[config.mk]
export PLATFORM = sky130hd
export DESIGN_NAME = pdd_ctrl
export DESIGN_NICKNAME = d
export VERILOG_FILES = /design/src/hdl/pdd_pkg.sv /design/src/hdl/pdd_ctrl.sv
export SDC_FILE = /design/constraint.sdc
export NUM_CORES = 1
export LEC_CHECK = 0
export BUFFER_PORTS_ARGS = -buffer_cell sky130_fd_sc_hd__buf_4
export CORE_AREA = 2 2 39 41
export CTS_CLUSTER_DIAMETER = 200
export DETAILED_ROUTE_END_ITERATION = 12
export DIE_AREA = 0 0 41 43
export PLACE_DENSITY = 0.58
export RECOVER_POWER = 100
export SETUP_SLACK_MARGIN = 0.02
export SLEW_MARGIN = 25
export SYNTH_ARGS = -nofsm -noshare
export SYNTH_HDL_FRONTEND = slang
export SYNTH_SLANG_ARGS = --single-unit
[constraint.sdc]
create_clock -name clk -period 1.9 [get_ports clk]
set_clock_uncertainty 0.2 [all_clocks]
set_input_delay 0.095 -clock clk [delete_from_list [all_inputs] [get_ports clk]]
set_output_delay 0.095 -clock clk [all_outputs]
set_load 0.01 [all_outputs]
[src/hdl/pdd_pkg.sv]
package pdd_pkg;

  localparam int MAX_POINTS_DEF = 1024;
  // fractional bits of the coordinate format; the datapath works on raw integers
  localparam int FRAC_BITS_DEF  = 16;
  localparam int COORD_W        = 32;
  localparam int ACC_W          = 63;
  localparam int COUNT_W        = 11;
  localparam int DIFF_W         = 33;
  localparam int SQ_W           = 67;
  localparam int ROOT_W         = 34;

  typedef enum logic [3:0] {
    ST_LOAD,
    ST_RD,
    ST_WAIT,
    ST_DIFF,
    ST_SQ,
    ST_SUM,
    ST_START,
    ST_ROOT,
    ST_ACC,
    ST_DSTART,
    ST_DIV,
    ST_OUT
  } state_t;

  typedef struct packed {
    logic store;
    logic clear;
    logic rd;
    logic diff;
    logic sq;
    logic sum;
    logic root_start;
    logic acc;
    logic pair_next;
    logic div_start;
    logic div_step;
  } cmd_t;

  typedef struct packed {
    logic root_done;
    logic last_pair;
    logic div_done;
  } sts_t;

endpackage

[src/hdl/pdd_ctrl.sv]
module pdd_ctrl (
  input  logic          clk,
  input  logic          rst_n,
  input  logic          in_fire,
  input  logic          in_last,
  input  logic          out_tready,
  output logic          in_tready,
  output logic          out_tvalid,
  input  pdd_pkg::sts_t sts,
  output pdd_pkg::cmd_t cmd
);
  pdd_pkg::state_t state_r, state_nxt;

  always_ff @(posedge clk) begin
    if (!rst_n) state_r <= pdd_pkg::ST_LOAD;
    else state_r <= state_nxt;
  end

  always_comb begin
    state_nxt = state_r;
    cmd = '0;
    in_tready = 1'b0;
    out_tvalid = 1'b0;
    unique case (state_r)
      pdd_pkg::ST_LOAD: begin
        in_tready = 1'b1;
        if (in_fire) begin
          cmd.store = 1'b1;
          if (in_last) state_nxt = pdd_pkg::ST_RD;
        end
      end
      pdd_pkg::ST_RD:   begin cmd.rd = 1'b1; state_nxt = pdd_pkg::ST_WAIT; end
      pdd_pkg::ST_WAIT: state_nxt = pdd_pkg::ST_DIFF;
      pdd_pkg::ST_DIFF: begin cmd.diff = 1'b1; state_nxt = pdd_pkg::ST_SQ; end
      pdd_pkg::ST_SQ:   begin cmd.sq = 1'b1; state_nxt = pdd_pkg::ST_SUM; end
      pdd_pkg::ST_SUM: begin
        cmd.sum = 1'b1; state_nxt = pdd_pkg::ST_START;
      end
      // root loads the sums registered in the previous cycle
      pdd_pkg::ST_START: begin
        cmd.root_start = 1'b1; state_nxt = pdd_pkg::ST_ROOT;
      end
      pdd_pkg::ST_ROOT: begin
        if (sts.root_done) state_nxt = pdd_pkg::ST_ACC;
      end
      pdd_pkg::ST_ACC: begin
        cmd.acc = 1'b1;
        if (sts.last_pair) begin
          state_nxt = pdd_pkg::ST_DSTART;
        end else begin
          cmd.pair_next = 1'b1; state_nxt = pdd_pkg::ST_RD;
        end
      end
      // division takes the accumulator after the last term is in
      pdd_pkg::ST_DSTART: begin
        cmd.div_start = 1'b1; state_nxt = pdd_pkg::ST_DIV;
      end
      pdd_pkg::ST_DIV: begin
        cmd.div_step = 1'b1;
        if (sts.div_done) state_nxt = pdd_pkg::ST_OUT;
      end
      pdd_pkg::ST_OUT: begin
        out_tvalid = 1'b1;
        if (out_tready) begin
          cmd.clear = 1'b1; state_nxt = pdd_pkg::ST_LOAD;
        end
      end
      default: state_nxt = pdd_pkg::ST_LOAD;
    endcase
  end
endmodule

==> impl_metrics.toml <==
[logic_synthesis]
synth_top_cell_area_share_pct = 20.6
synth_cell_types = 29
synth_top_area_cell = "dfxtp_1"
ys_async_sr_fraction_pct = 0
synth_area_per_cell_um2 = 7.32
synth_cells = 53
yosys_most_used_dff = "dfxtp_1"
synth_edf_count = 0
ys_ff_latch = 4
synth_seq_area_share_pct = 20.6
synthTopCellsByArea = "dfxtp_1 21%, nand2_1 9.7%, nand2b_1 6.5%"
synth_fp_nets = 61
yosys_warnings = 0
syn_area_um2 = 388

[power_and_ir_drop]
swShare_pct = 30.3
power.share.sequential_pct = 36.2
power_density_nw_per_um2 = 542
vdd_drop_max_mv = 0.219
p_int_uw = 205
p_comb_share_pct = 28.4
switching_power_uw = 89.2
p_leak_nw = 0.232
p_clk_share_pct = 35.4

[setup_path]
worst_ep_required_time_ns = 1.81
crit_slowest_cell = "dfxtp_1"
worstReg2RegStart = "state_r[1]"
worst_path_largest_cell_delay_ns = 0.55
path_max_fanout = 11
critPathCaptureType = "flip-flop"
worstSetupStartpointType = "flip-flop"
crit_chain = "nor4bb_2 > a22o_1 > nor2b_1 > mux2i_1"
crit_type = "flip-flop to flip-flop"
arrival_ns = 1.63
cp-startpoint = "state_r[1]"
critical_path.n_buffers_inverters = 0
crit_family = "flip-flops"

[die]
die_x_um = 41
die_y_um = 43
core_um2 = 1380
dieArea_um2 = 1760
initial_utilization_pct = 28.0
io_pins = 21
fp-row-count = 14

[min_path]
hold_class = "input pin to flip-flop"
hold_start = "in_last"

[final_layout]
area_growth_pct = 40.0
stdcell_count = 91
largest_register_ffs = 4
nFillCells = 160
reg_top3 = "state_r (4)"
diodes = 0
regMostFlops = "state_r"
drive_gt1_share_pct = 29.3
final_net_count = 85

[drt]
vias_per_cell = 4.74
drt_iter0_drc = 4
vias = 431
drc = 0
routedWlPerCell_um = 10.5
wl_um = 952
final_antenna_net_count = 0
drtPass1Iterations = 2

[global_routing]
grt_max_degree = 12
grt_pass1_wl_mm = 1.57
grt.overflow.total = 0
grt_pass1_vias = 381
antenna_found_initial = 0
grt.total_usage_pct = 12.6

[cts]
h-tree-depth = 1
cts_tree = "built"
cts_buffer_depth = 2
cts.reportedPaths.clkPinSlew_ns = 0.04
cts_setup_buffers = 0
clock_sinks = 4
cts_root_buf = "clkbuf_4"
cts_made_buffers = 3
clk_latency_ns = 0.23

[sta]
period_needed_ns = 1.72
rsz0062_at_grt = "false"
worst_slew_margin_rel_pct = 73.2
maxSlewViolCount = 0
finalCritPeriodShare_pct = 90.4
tightest_slew_ns = 0.402
setup_viol = 0
fmax_ghz = 0.582
tns_ns = 0
hold_viol = 0

[status]
status = "completed"

[place]
dp_hpwl_um = 718
portBuffers = 20
finalWeightedCongestion = 0.700
dp.cells = 87

[run]
cap_violations = 0
## cell usage after synthesis, drive strengths merged (2+ instances only)
cell and instances:
nand2 10, nor2 5, dfxtp 4, nand2b 4, nor3 4, buf 3, and2 2, nor3b 2
nor4 2, o21ai 2
## power groups by stage
stage	clock network [mW]	logic [mW]	registers (mW)
after CTS	0.108	0.0916	0.107
after global routing	0.116	0.0928	0.108
after floorplan	0	0.0672	0.0958
after global placement	0	0.0887	0.108
final	0.104	0.0836	0.107
after detailed placement	0	0.0894	0.108
## kinds of logic (layout without fill, tap and decap cells)
logic type	after synthesis	after routing	share of synthesized area [%]
compound gates	7	7	11.6
xor+xnor	2	2	4.52
buf+inv	5	27	8.06
flops	4	4	20.6
mux	1	1	2.58
simple gates	34	34	52.6
## worst reg2reg max path: cells and delay by family (launching register included)
family | cells | cell delay (ns)
AND/OR/NAND/NOR | 2 | 0.50
multiplexers | 1 | 0.12
flip-flops | 1 | 0.55
AO/OA/AOI/OAI | 1 | 0.22
## routing by layer
layer / GRT usage, % / routed length (µm)
met5: 0 / 0
met4: 6.00 / 19
met3: 1.57 / 73
met2: 18.4 / 416
met1: 17.6 / 443
## through the flow
step                      hold slack [ns]  setup WS [ns]  utilization (%)  area, µm²  power [mW]
after floorplan                    0.0111          0.286                -        388       0.163
final                              0.0415          0.183             39.2        543       0.294
after detailed placement            0.175          0.209             39.4        546       0.197
after CTS                          0.0382         0.0379             41.8        578       0.306
after global routing               0.0670         0.0614             39.2        543       0.317
after global placement              0.174          0.235             39.4        546       0.197
## timing repair
| item | CTS | global route |
|---|---|---|
| setup endpoints to repair | 0 | 1 |
| hold buffers | 1 | 0 |
| hold endpoints to repair | 4 | 0 |
| resized for setup | 0 | 2 |
## final timing paths
check,to,slack [ns],depth (start not counted)
worst max-delay path,state_r[3],0.18,4
worst max register to register,state_r[3],0.18,4
worst min-delay path,state_r[1],0.04,5
worst min register to register,state_r[2],0.33,2
## cell usage in the layout, fill, tap and decap left out, drive strengths merged, types with 2 or more instances in the layout
master	count
and2	2
buf	14
clkbuf	11
dfxtp	4
nand2	10
nand2b	4
nor2	5
nor3	4
nor3b	2
nor4	2
o21ai	2
## area by class of cell
type,instances,area (µm²),share of cell area [%]
clock buffer,3,22.5,4.15
timing repair buffer,23,146,27.0
tap,16,20.0,3.69
sequential,4,82.6,15.2
multi-input combinational,44,268,49.3
inverter,1,3.75,0.691
No activity file was read; power rests on OpenSTA's default activity.
